## config.mk

```make
export PLATFORM = sky130hd
export DESIGN_NAME = crc32_over_hex_text_top
export DESIGN_NICKNAME = d
export VERILOG_FILES = /design/src/c32hx_pkg.sv /design/src/c32hx_char_step.sv /design/src/crc32_over_hex_text_top.sv
export SDC_FILE = /design/constraint.sdc
export NUM_CORES = 1
export LEC_CHECK = 0
export ABC_AREA = 1
export BUFFER_PORTS_ARGS = -buffer_cell sky130_fd_sc_hd__clkbuf_2
export CAP_MARGIN = 5
export CORE_MARGIN = 2
export CORE_UTILIZATION = 60
export DETAILED_ROUTE_END_ITERATION = 8
export GPL_TIMING_DRIVEN = 0
export PLACE_DENSITY = 0.8
export SLEW_MARGIN = 20
export SYNTH_ARGS = -nofsm -noshare
export SYNTH_HDL_FRONTEND = slang
export SYNTH_SLANG_ARGS = --single-unit
```

## constraint.sdc

```tcl
create_clock -name i_clk -period 4.3 [get_ports i_clk]
set_input_delay 0 -clock i_clk [delete_from_list [all_inputs] [get_ports i_clk]]
set_output_delay 0 -clock i_clk [all_outputs]
set_load 0.1 [all_outputs]
```

## src/c32hx_pkg.sv

```systemverilog
// Shared constants and helper functions for the CRC-32 over hex text block.
`timescale 1ns / 1ps

package c32hx_pkg;

    localparam int unsigned CRC_WIDTH  = 32;
    localparam int unsigned CHAR_WIDTH = 8;
    localparam int unsigned BYTE_WIDTH = 8;

    // Reflected form of polynomial 0x04C11DB7
    localparam logic [CRC_WIDTH-1:0]  CRC_POLY_REFL     = 32'hEDB8_8320;
    localparam logic [CRC_WIDTH-1:0]  CRC_ALL_ONES      = 32'hFFFF_FFFF;
    localparam logic [CHAR_WIDTH-1:0] ASCII_DIGIT_BASE  = 8'h30;
    // 'A' minus ten, so that nibble 10 lands on 'A'
    localparam logic [CHAR_WIDTH-1:0] ASCII_LETTER_BASE = 8'h37;
    localparam logic [3:0]            NIBBLE_MAX_DIGIT  = 4'd9;

    typedef logic [CRC_WIDTH-1:0]  t_crc;
    typedef logic [CHAR_WIDTH-1:0] t_char;
    typedef logic [BYTE_WIDTH-1:0] t_byte;

    // Map one nibble to its upper-case hex ASCII character
    function automatic t_char hex_char(input logic [3:0] nibble);
        t_char base;
        base = (nibble <= NIBBLE_MAX_DIGIT) ? ASCII_DIGIT_BASE : ASCII_LETTER_BASE;
        return base + {4'd0, nibble};
    endfunction

endpackage

```

## src/c32hx_char_step.sv

```systemverilog
// Reflected CRC-32 update over one 8-bit character, LSB first.
`timescale 1ns / 1ps

module c32hx_char_step
    import c32hx_pkg::*;
(
    input  t_crc  i_crc,
    input  t_char i_char,
    output t_crc  o_crc
);

    // Fold the character in, then shift out eight bits
    always_comb begin
        t_crc c;
        c = i_crc ^ {{(CRC_WIDTH-CHAR_WIDTH){1'b0}}, i_char};
        for (int k = 0; k < CHAR_WIDTH; k++) begin
            if (c[0]) begin
                c = (c >> 1) ^ CRC_POLY_REFL;
            end else begin
                c = c >> 1;
            end
        end
        o_crc = c;
    end

endmodule

```

## src/crc32_over_hex_text_top.sv

```systemverilog
// Top level of the CRC-32 over hex text block: input stage, CRC update, result stage.
//
// Usage:
//   Input channel (i_valid / o_stall) carries one raw message byte per transfer
//   in i_data_byte, with i_last_byte high on the final byte of a message.
//   Each byte is expanded to two upper-case hex characters, high nibble first,
//   and both run through a reflected CRC-32 that starts at all ones.
//   Output channel (o_valid / i_stall) carries one transfer per message:
//   o_crc_value is the complemented CRC of the whole hex text.
//   A last byte accepted into the input register moves on to the result
//   register once the result slot is free or its result is being taken.
//   Throughput: one byte per cycle, unless a last byte waits on a held result;
//   the two character updates are unrolled in the logic between the input
//   register and the CRC and result registers.
//   Stall: while i_stall holds a waiting result, non-last bytes keep flowing;
//   a last byte waits in the input register, and o_stall rises only then.
//   Reset (i_rst_n low, synchronous) empties both stages and reloads the CRC
//   register with all ones.
`timescale 1ns / 1ps

module crc32_over_hex_text_top
    import c32hx_pkg::*;
(
    input  logic        i_clk,
    input  logic        i_rst_n,
    input  logic        i_valid,
    output logic        o_stall,
    input  logic [7:0]  i_data_byte,
    input  logic        i_last_byte,
    output logic        o_valid,
    input  logic        i_stall,
    output logic [31:0] o_crc_value
);

    logic  r_in_valid;
    t_byte r_in_byte;
    logic  r_in_last;
    t_crc  r_crc;
    logic  r_out_valid;
    t_crc  r_out_crc;

    logic  n_in_valid;
    t_crc  n_crc;
    logic  n_out_valid;

    t_crc  crc_mid;
    t_crc  crc_done;
    logic  out_free;
    logic  advance;
    logic  in_take;

    // Update the running CRC with both hex characters of the held byte
    c32hx_char_step u_step_hi (
        .i_crc  (r_crc),
        .i_char (hex_char(r_in_byte[7:4])),
        .o_crc  (crc_mid)
    );

    c32hx_char_step u_step_lo (
        .i_crc  (crc_mid),
        .i_char (hex_char(r_in_byte[3:0])),
        .o_crc  (crc_done)
    );

    // Advance the held byte unless it is last and the result slot is occupied and stalled
    assign out_free = !r_out_valid || !i_stall;
    assign advance  = r_in_valid && (!r_in_last || out_free);
    assign o_stall  = r_in_valid && !advance;
    assign in_take  = i_valid && !o_stall;

    always_comb begin
        n_in_valid = in_take || (r_in_valid && !advance);
        n_crc      = r_crc;
        if (advance) begin
            n_crc = r_in_last ? CRC_ALL_ONES : crc_done;
        end
        n_out_valid = r_out_valid && i_stall;
        if (advance && r_in_last) begin
            n_out_valid = 1'b1;
        end
    end

    // Hold control state and the CRC register
    always_ff @(posedge i_clk) begin
        if (!i_rst_n) begin
            r_in_valid  <= 1'b0;
            r_out_valid <= 1'b0;
            r_crc       <= CRC_ALL_ONES;
        end else begin
            r_in_valid  <= n_in_valid;
            r_out_valid <= n_out_valid;
            r_crc       <= n_crc;
        end
    end

    // Capture input payload on each transfer
    always_ff @(posedge i_clk) begin
        if (in_take) begin
            r_in_byte <= i_data_byte;
            r_in_last <= i_last_byte;
        end
    end

    // Load the complemented CRC when a message ends
    always_ff @(posedge i_clk) begin
        if (advance && r_in_last) begin
            r_out_crc <= crc_done ^ CRC_ALL_ONES;
        end
    end

    assign o_valid     = r_out_valid;
    assign o_crc_value = r_out_crc;

endmodule

```

==> impl_metrics.ini, run 1 <==
[global_routing]
antenna_found_initial = 0
grt_use_total = 0.345
grt_max_degree = 34
grt_pass1_vias = 4431
grt_overflow = 0
grt_pass1_wl_microns = 22900

[cts]
ctsHoldBuffers = 11
ctsLongestPathBuffers = 2
cts_sinks = 75
cts_resized = 0
cts_root_buffer = clkbuf_8
h-tree-depth = 3
post-cts-setup-buffer-count = 0
clk_pin_slew_ns = 0.08
cts_tree = yes
insertion_delay_ns = 0.37
numCtsBuffers = 9

[timing]
period_needed_ns = 3.82
clock_skew_ns = 0.0115
hold_viol_final = 0
period_share = 0.889
worst_slack_ns = 0.478
whs_ns = 0.0348
setup_viol = 0
rsz0062_at_grt = false
max-slew-margin-rel = 0.440
finalSetupTns_ns = 0
drv_slew = 0
fmax_ghz = 0.262
tightest_slew_ns = 0.840

[hold_path]
hold_class = input port to flip-flop
worstHoldStart = i_stall

[detailed_routing]
vias = 4852
vias_per_cell = 5.60
ant_nets = 0
firstDrtPassIters = 5
drtIter0Drc = 414
wire_per_inst_microns = 17.3
drt-total-wl_microns = 15000
remaining_drc_errors = 0

[logic_synthesis]
syn-num-nets = 708
synthArstFlopShare = 0
yosys_warnings = 0
synth_flop_cell = edfxtp_1
ys_types = 27
syn_area_sq_mm = 0.00499
syn_area_per_cell_sq_um = 7.24
yosysMostFrequentCell = nand2_1
ys_seq_elements = 75
synth_top_area_cell = edfxtp_1
synth_cells = 689
ys_top_cells_by_area = edfxtp_1, nand2_1, dfxtp_1
yosysTopAreaCellShare = 0.247
synth_common_cells = nand2_1, nand3_1, inv_1
synth_edf_count = 41
ys_seq_area_frac = 0.383

[floorplan]
core_area_sq_mm = 0.00813
die_h_microns = 95.2
io_pins = 47
rows = 33
dieArea_sq_mm = 0.00906
start_util = 0.613
die_w_microns = 95.2

[layout]
drive_gt1_frac = 0.130
diodes = 0
fin_nets = 776
area_growth_pct = 14.7

[placed_design]
io_buffers = 46
place_congestion = 0.990
place_ws_ns = 0.550
dp_hpwl_microns = 11100

[run_status]
outcome = finished clean

[worst_setup_path]
cp-end-kind = flip-flop
cp.required_ns = 4.52
r2r_start = r_in_byte[7]$_DFFE_PP_
timing.critical_path.fanout_max = 8
critPathLaunch = r_in_byte[7]$_DFFE_PP_
crit_arrival_ns = 4.04
cp-start-kind = flip-flop
crit_type = flip-flop to flip-flop

[power_and_ir_drop]
leakagePower_nw = 2.94
report.power.total_mw = 4.88
ir_drop_mv = 0.428
power_density_mw_per_mm2 = 852

[run]
cap_violations = 0
flip-flops by register name, summed over array words and instances (netlist names):
register and flops:
o_valid 1, r_in_valid 1, r_crc 32, r_in_byte 8, r_in_last 1, o_crc_value 32
stage by stage:
stage | util | cell area (sq um) | std cells
global route | 0.703 | 5720 | 867
floorplan | - | 4990 | 689
CTS | 0.703 | 5720 | 867
finish | 0.703 | 5720 | 867
detailed placement | 0.658 | 5350 | 840
global placement | 0.658 | 5350 | 840
logic make-up after synthesis:
group / share of synthesized area
simple gates: 0.340
buf+inv: 0.0690
flops: 0.383
xor+xnor: 0.136
fa+ha+maj: 0.0181
compound gates: 0.0537
cells in the final DEF, fill, tap and decap left out, types with 11 or more instances in the layout:
| cell | n |
|---|---|
| dlygate4sd3_1 | 11 |
| clkbuf_2 | 46 |
| nand2_1 | 269 |
| edfxtp_1 | 41 |
| nand3_1 | 91 |
| a21oi_1 | 32 |
| dfxtp_1 | 34 |
| o21ai_0 | 14 |
| xor2_1 | 48 |
| xnor2_1 | 21 |
| nand2_2 | 21 |
| inv_1 | 72 |
final timing paths:
| path | end | slack, ns | cells after the start |
|---|---|---|---|
| setup / recovery | r_crc[13]$_SDFFE_PN1P_ | 0.48 | 17 |
| hold / removal | o_valid$_SDFF_PN0_ | 0.03 | 5 |
| setup reg to reg | r_crc[13]$_SDFFE_PN1P_ | 0.48 | 17 |
| hold reg to reg | r_crc[24]$_SDFFE_PN1P_ | 0.50 | 2 |
layer usage:
layer / share of wire / GRT usage / routed length, microns / vias up
li1: - / - / - / 2325
met1: 0.43 / 0.449 / 6460 / 2286
met2: 0.47 / 0.577 / 7080 / 204
met3: 0.070 / 0.0593 / 1050 / 37
met4: 0.028 / 0.122 / 420 / 0
met5: 0 / 0 / 0 / -
final cells by class:
type	count	area [sq um]
multi-input combinational	527	2730
fill	671	2410
sequential	75	1910
timing repair buffer	57	340
inverter	74	278
clock buffer	11	153
tap	105	131
clock inverter	5	108
buffer	13	66.3
power by group:
part | switching (mW) | total (mW) | internal, mW
Combinational | 2.23 | 3.07 | 0.838
Sequential | 0.0644 | 1.09 | 1.02
Clock | 0.295 | 0.720 | 0.424
Total | 2.59 | 4.88 | 2.29
worst max-delay path, stage by stage (launching register included):
cell,delay [ns]
edfxtp_1,0.47
nand2_2,0.19
nand2_2,0.13
ha_1,0.23
fa_1,0.48
inv_1,0.08
nand2_1,0.09
nand2_2,0.25
nand2_1,0.11
nand2_1,0.35
inv_1,0.18
nand2_1,0.10
nand2_1,0.16
nand2_1,0.11
nand2_1,0.15
xnor2_1,0.25
xor2_1,0.23
o21ai_0,0.11
No activity file was read; power rests on OpenSTA's default activity.
==> run 2: changes to the inputs <==
- CORE_UTILIZATION: 60 -> 54
- PLACE_DENSITY: 0.8 -> 0.76
- clock period: 4.3 -> 3.5 ns (I/O delays scaled with it)
==> run 2 against run 1 <==
Compared with the run above:
- highest routed layer unchanged
- clock power fell by 8.6%
- sequential share of layout area down 1.1 points
- die area increased by 11%
- global-route usage down 5.3 points
- total power grew 20%
- cell area increased by 3.3%
- first-iteration DRC count up 5.6%
- maximum frequency grew 14%
- hold slack got worse by 0.026 ns
- clock-buffer cell count unchanged
- sequential cell count unchanged
- core utilization decreased by 5.5 points
==> impl_metrics.ini, run 2 (same netlist as run 1, synthesis figures left out) <==
[cts]
insertion_delay_ns = 0.36
cts_tree = yes
cts_sinks = 75
h-tree-depth = 3
cts_root_buffer = clkbuf_8
clk_pin_slew_ns = 0.08
numCtsBuffers = 9
ctsLongestPathBuffers = 2

[detailed_routing]
wire_per_inst_microns = 16.1
ant_nets = 0
drtIter0Drc = 437
remaining_drc_errors = 0
vias_per_cell = 5.48
firstDrtPassIters = 5
drt-total-wl_microns = 14300
vias = 4857

[timing]
setup_viol = 0
fmax_ghz = 0.297
tightest_slew_ns = 0.772
period_needed_ns = 3.36
drv_slew = 0
finalSetupTns_ns = 0
period_share = 0.961
hold_viol_final = 0
clock_skew_ns = 0.00755
max-slew-margin-rel = 0.485

[worst_setup_path]
crit_type = flip-flop to flip-flop
cp-start-kind = flip-flop
cp.required_ns = 3.62
timing.critical_path.fanout_max = 5
crit_arrival_ns = 3.49
cp-end-kind = flip-flop

[floorplan]
die_h_microns = 100
dieArea_sq_mm = 0.0100
die_w_microns = 100
core_area_sq_mm = 0.00911
io_pins = 47
start_util = 0.548
rows = 35

[layout]
nFillCells = 817
layout_commonest_cell = nand2_1
fin_nets = 790
drive_gt1_frac = 0.178
finalNonFillerCells = 887
multi_input_area_sq_mm = 0.00285
fin_util = 0.649
diodes = 0
design_area_sq_mm = 0.00591
layout_common_cells = nand2_1, nand3_1, inv_1
area_growth_pct = 18.4
regArea_sq_mm = 0.00191

[placed_design]
place_congestion = 0.957
placed_area_sq_mm = 0.00536
dp_hpwl_microns = 10400
dp.cells = 846
io_buffers = 46

[global_routing]
grt_overflow = 0
grt_pass1_vias = 4520
grt_pass1_wl_microns = 22100
grt_max_degree = 34
antenna_found_initial = 0
grt_use_total = 0.292

[power_and_ir_drop]
report.power.total_mw = 5.87
power_density_mw_per_mm2 = 993
ir_drop_mv = 0.557
leakagePower_nw = 3.01

[hold_path]
hold_class = input port to flip-flop

[run_status]
outcome = finished clean

[run]
cap_violations = 0
[run 2: worst max-delay path, stage by stage, from the launching register on]
cell and delay [ns]:
edfxtp_1 0.50, nand2_4 0.13, nand2_2 0.11, ha_2 0.21
fa_2 0.53, inv_1 0.05, nand2_2 0.11, nand2_4 0.09
buf_12 0.15, buf_12 0.12, xor2_1 0.17, or2_2 0.30
nand2_1 0.06, nand2_1 0.06, nand2_1 0.06, nand2_1 0.06
nand2_1 0.07, nand2_1 0.05, nand2_1 0.11, inv_1 0.05
nand3_1 0.08, nand2_1 0.06
[run 2: path summary, 6_finish.rpt]
| path | startpoint | endpoint | slack [ns] | cells past startpoint |
|---|---|---|---|---|
| max | r_in_byte[7]$_DFFE_PP_ | o_crc_value[15]$_DFFE_PP_ | 0.14 | 21 |
| min | i_stall | o_valid$_SDFF_PN0_ | 0.009 | 5 |
| max reg2reg | r_in_byte[7]$_DFFE_PP_ | o_crc_value[15]$_DFFE_PP_ | 0.14 | 21 |
| min reg2reg | r_crc[8]$_SDFFE_PN1P_ | r_crc[8]$_SDFFE_PN1P_ | 0.50 | 2 |
[run 2: per-layer routing]
metal | up-vias | share of wire | track usage | wire [microns]
met4 | 0 | 0.030 | 0.117 | 424
met2 | 210 | 0.47 | 0.473 | 6690
met3 | 43 | 0.078 | 0.0571 | 1120
li1 | 2359 | - | - | -
met1 | 2245 | 0.42 | 0.386 | 6070
met5 | - | 0 | 0 | 0
[run 2: report_power, final]
group          leakage, nW  switching, mW  total [mW]  internal [mW]
logic                 2.25           2.75        3.87           1.12
registers            0.663         0.0751        1.33           1.26
clock network       0.0893          0.331       0.658          0.327
total                 3.01           3.16        5.87           2.71
[run 2: what timing repair did]
item | in CTS | in global routing
gates resized for setup | 7 | 30
endpoints found under the setup margin | 21 | 51
setup buffers | 1 | 13
endpoints found under the hold margin | 11 | 0
hold buffers | 11 | 0
pin swaps | 0 | 8
gates cloned | 0 | 0
[run 2: layout make-up]
class | count | area share
Sequential cell | 75 | 0.324
Inverter | 74 | 0.0474
Buffer | 13 | 0.0127
Tap cell | 111 | 0.0235
Timing Repair Buffer | 71 | 0.0796
Multi-Input combinational cell | 527 | 0.482
Clock inverter | 5 | 0.00932
Clock buffer | 11 | 0.0222
[run 2: metrics by stage]
step           setup WS, ns  hold WS, ns
3_5_place_dp         -0.107        0.179
6_report              0.136      0.00909
2_1_floorplan         0.454       0.0989
4_1_cts             0.00437       0.0107
3_3_place_gp        -0.0286        0.178
5_1_grt             -0.0419       0.0731
==> run 3: changes to the inputs <==
- ABC_AREA: 1 -> 0
- SYNTH_HIERARCHICAL: default -> 1
==> run 3 against run 2 <==
Compared with the run above:
- hold slack gained 0.090 ns
- register-to-register slack lost 0.46 ns
- non-clock buffer count grew 62
- the run now ends with setup timing left
- cell area grew 16%
- via count shrank 34%
- global-route usage shrank 1.3 points
- first-iteration DRC count shrank 57%
- clock-buffer cell count grew 2
- critical path type unchanged
==> impl_metrics.ini, run 3 <==
[logic_synthesis]
synth_flop_cell = edfxtp_1
synth_common_cells = xnor2_1, edfxtp_1, inv_1
ys_types = 31
ys_top_cells_by_area = edfxtp_1, dfxtp_1, xnor3_1
syn_area_per_cell_sq_um = 14.4
ys_seq_elements = 75
ys_seq_area_frac = 0.415
synth_top_area_cell = edfxtp_1
yosys_warnings = 6
synth_cells = 320
yosysTopAreaCellShare = 0.267
synth_edf_count = 41
yosysMostFrequentCell = xnor2_1
synthArstFlopShare = 0
syn_area_sq_mm = 0.00461

[timing]
fmax_ghz = 0.261
hold_viol_final = 0
setup_viol = 48
drv_slew = 0
period_share = 1.09
period_needed_ns = 3.83
worst_slack_ns = -0.327
rsz0062_at_grt = true
clock_skew_ns = 0.0140
tightest_slew_ns = 0.893
max-slew-margin-rel = 0.402

[layout]
fin_util = 0.833
diodes = 0
layout_commonest_cell = buf_4
layout_common_cells = buf_4, clkbuf_2, edfxtp_1
fin_nets = 490
drive_gt1_frac = 0.560
area_growth_pct = 49.4
nFillCells = 387

[floorplan]
core_area_sq_mm = 0.00826
io_pins = 47
die_w_microns = 96.4
start_util = 0.558
rows = 33
dieArea_sq_mm = 0.00929
die_h_microns = 96.4

[worst_setup_path]
slowest_delay_ns = 0.47
r2r_start = r_in_byte[6]$_DFFE_PP_
cp.buffers_inverters = 5
cp_common_cell = xnor2_4
reg2reg_depth = 16
reg2reg_slack_ns = -0.33
cp.required_ns = 3.76
crit_type = flip-flop to flip-flop
r2r-end = r_crc[17]$_SDFFE_PN1N_
timing.critical_path.fanout_max = 5
cp_slowest_cell = xnor3_2
cp-end-kind = flip-flop
critPathTopFamily = XOR/XNOR gates
cp-start-kind = flip-flop
cp_cell_sequence = o21ai_2 > inv_2 > ha_4 > buf_6 > a21oi_4 > buf_4 > o22ai_4 > xnor2_4 > buf_12 > xnor2_4 > xnor3_2 > xnor2_4 > buf_12 > xnor3_2 > xor3_1 > o22a_2
crit_arrival_ns = 4.09

[detailed_routing]
wire_per_inst_microns = 23.8
vias = 3222
ant_nets = 0
remaining_drc_errors = 0
drtIter0Drc = 187
vias_per_cell = 5.54
drt-total-wl_microns = 13800
firstDrtPassIters = 5

[hold_path]
hold_depth = 2
hold_class = input port to flip-flop
hold_path_end = o_crc_value[16]$_DFFE_PP_
worstHoldStart = i_stall

[cts]
ctsLongestPathBuffers = 2
insertion_delay_ns = 0.38
cts_tree = yes
cts_root_buffer = clkbuf_8
numCtsBuffers = 9
cts_sinks = 75
clk_pin_slew_ns = 0.08
h-tree-depth = 3

[run_status]
outcome = finished with violations
violations = setup timing

[placed_design]
place_congestion = 0.878
dp_hpwl_microns = 6560
io_buffers = 46

[global_routing]
antenna_found_initial = 0
grt_use_total = 0.279
grt_pass1_vias = 3255
grt_max_degree = 23
grt_overflow = 0
grt_pass1_wl_microns = 17900

[run]
cap_violations = 0
==> run 3: changes by cell type after synthesis, moves of 21 or more <==
| cell | change |
|---|---|
| a21oi_1 | -29 |
| nand2_1 | -264 |
| nand3_1 | -91 |
| inv_1 | -34 |
| nand2_2 | -21 |
| xnor2_1 | +32 |
| xor2_1 | -36 |
| o22a_2 | +30 |
| xnor3_1 | +22 |
==> run 3: logic make-up (layout without fill, tap and decap cells) <==
logic type | after synthesis | in the layout | synth area share
compound gates | 49 | 49 | 0.0923
simple gates | 16 | 16 | 0.0187
buf+inv | 47 | 203 | 0.0432
flops | 75 | 75 | 0.415
fa+ha+maj | 5 | 5 | 0.0152
other cells | 1 | 2 | 0.000814
xor+xnor | 127 | 127 | 0.415
==> run 3: final cells by class <==
cell class	instances	area (sq um)	area share
well taps	105	131	0.0191
inverters	41	165	0.0240
multi-input cells	199	3220	0.468
plain buffers	6	45.0	0.00655
flip-flops and latches	75	1910	0.278
clock inverters	3	67.6	0.00982
clock buffers	13	170	0.0247
repair buffers	140	1170	0.170
==> run 3: per-stage QoR <==
stage / hold slack (ns) / area (sq um) / cells / setup TNS, ns / worst slack, ns
floorplan: 0.0989 / 4700 / 321 / -2.01 / -0.186
global placement: 0.177 / 5060 / 472 / -26.90 / -0.845
detailed placement: 0.179 / 5100 / 473 / -31.23 / -0.922
CTS: 0.101 / 6420 / 563 / -2.87 / -0.140
global route: 0.115 / 6880 / 582 / -15.01 / -0.431
finish: 0.0986 / 6880 / 582 / -9.81 / -0.327
==> run 3: what timing repair did <==
action,4_1_cts,5_1_grt
cloned,0,0
gates resized for setup,55,54
pin swaps,44,33
hold buffers,13,0
setup buffers,61,20
endpoints found under the setup margin,64,57
hold endpoints to repair,11,0
==> run 3: worst register-to-register path: stages, from the launching register on <==
cell and delay, ns:
edfxtp_1 0.43, o21ai_2 0.18, inv_2 0.08, ha_4 0.17, buf_6 0.12, a21oi_4 0.18
buf_4 0.15, o22ai_4 0.09, xnor2_4 0.14, buf_12 0.16, xnor2_4 0.24, xnor3_2 0.47
xnor2_4 0.30, buf_12 0.16, xnor3_2 0.34, xor3_1 0.26, o22a_2 0.25
==> run 3: worst max path at each step <==
stage | depth (start not counted) | to | start
floorplan | 14 | r_crc[17]$_SDFFE_PN1N_ | r_in_byte[6]$_DFFE_PP_
global placement | 13 | r_crc[19]$_SDFFE_PN1N_ | r_in_byte[6]$_DFFE_PP_
detailed placement | 14 | r_crc[5]$_SDFFE_PN1N_ | r_in_byte[6]$_DFFE_PP_
CTS | 17 | r_crc[5]$_SDFFE_PN1N_ | r_in_byte[5]$_DFFE_PP_
global route | 18 | o_crc_value[6]$_DFFE_PP_ | r_in_byte[6]$_DFFE_PP_
finish | 16 | r_crc[17]$_SDFFE_PN1N_ | r_in_byte[6]$_DFFE_PP_
==> run 3: layer usage <==
| metal | vias to the layer above | share of wire | track usage | wire length (microns) |
|---|---|---|---|---|
| met1 | 1619 | 0.36 | 0.306 | 5030 |
| li1 | 1397 | - | - | - |
| met3 | 50 | 0.052 | 0.0540 | 715 |
| met5 | - | 0 | 0 | 0 |
| met2 | 156 | 0.53 | 0.495 | 7410 |
| met4 | 0 | 0.050 | 0.171 | 690 |
Power of run 3 is not shown: default switching activity piles up to over one toggle a cycle in this logic, so the estimate is an artifact.
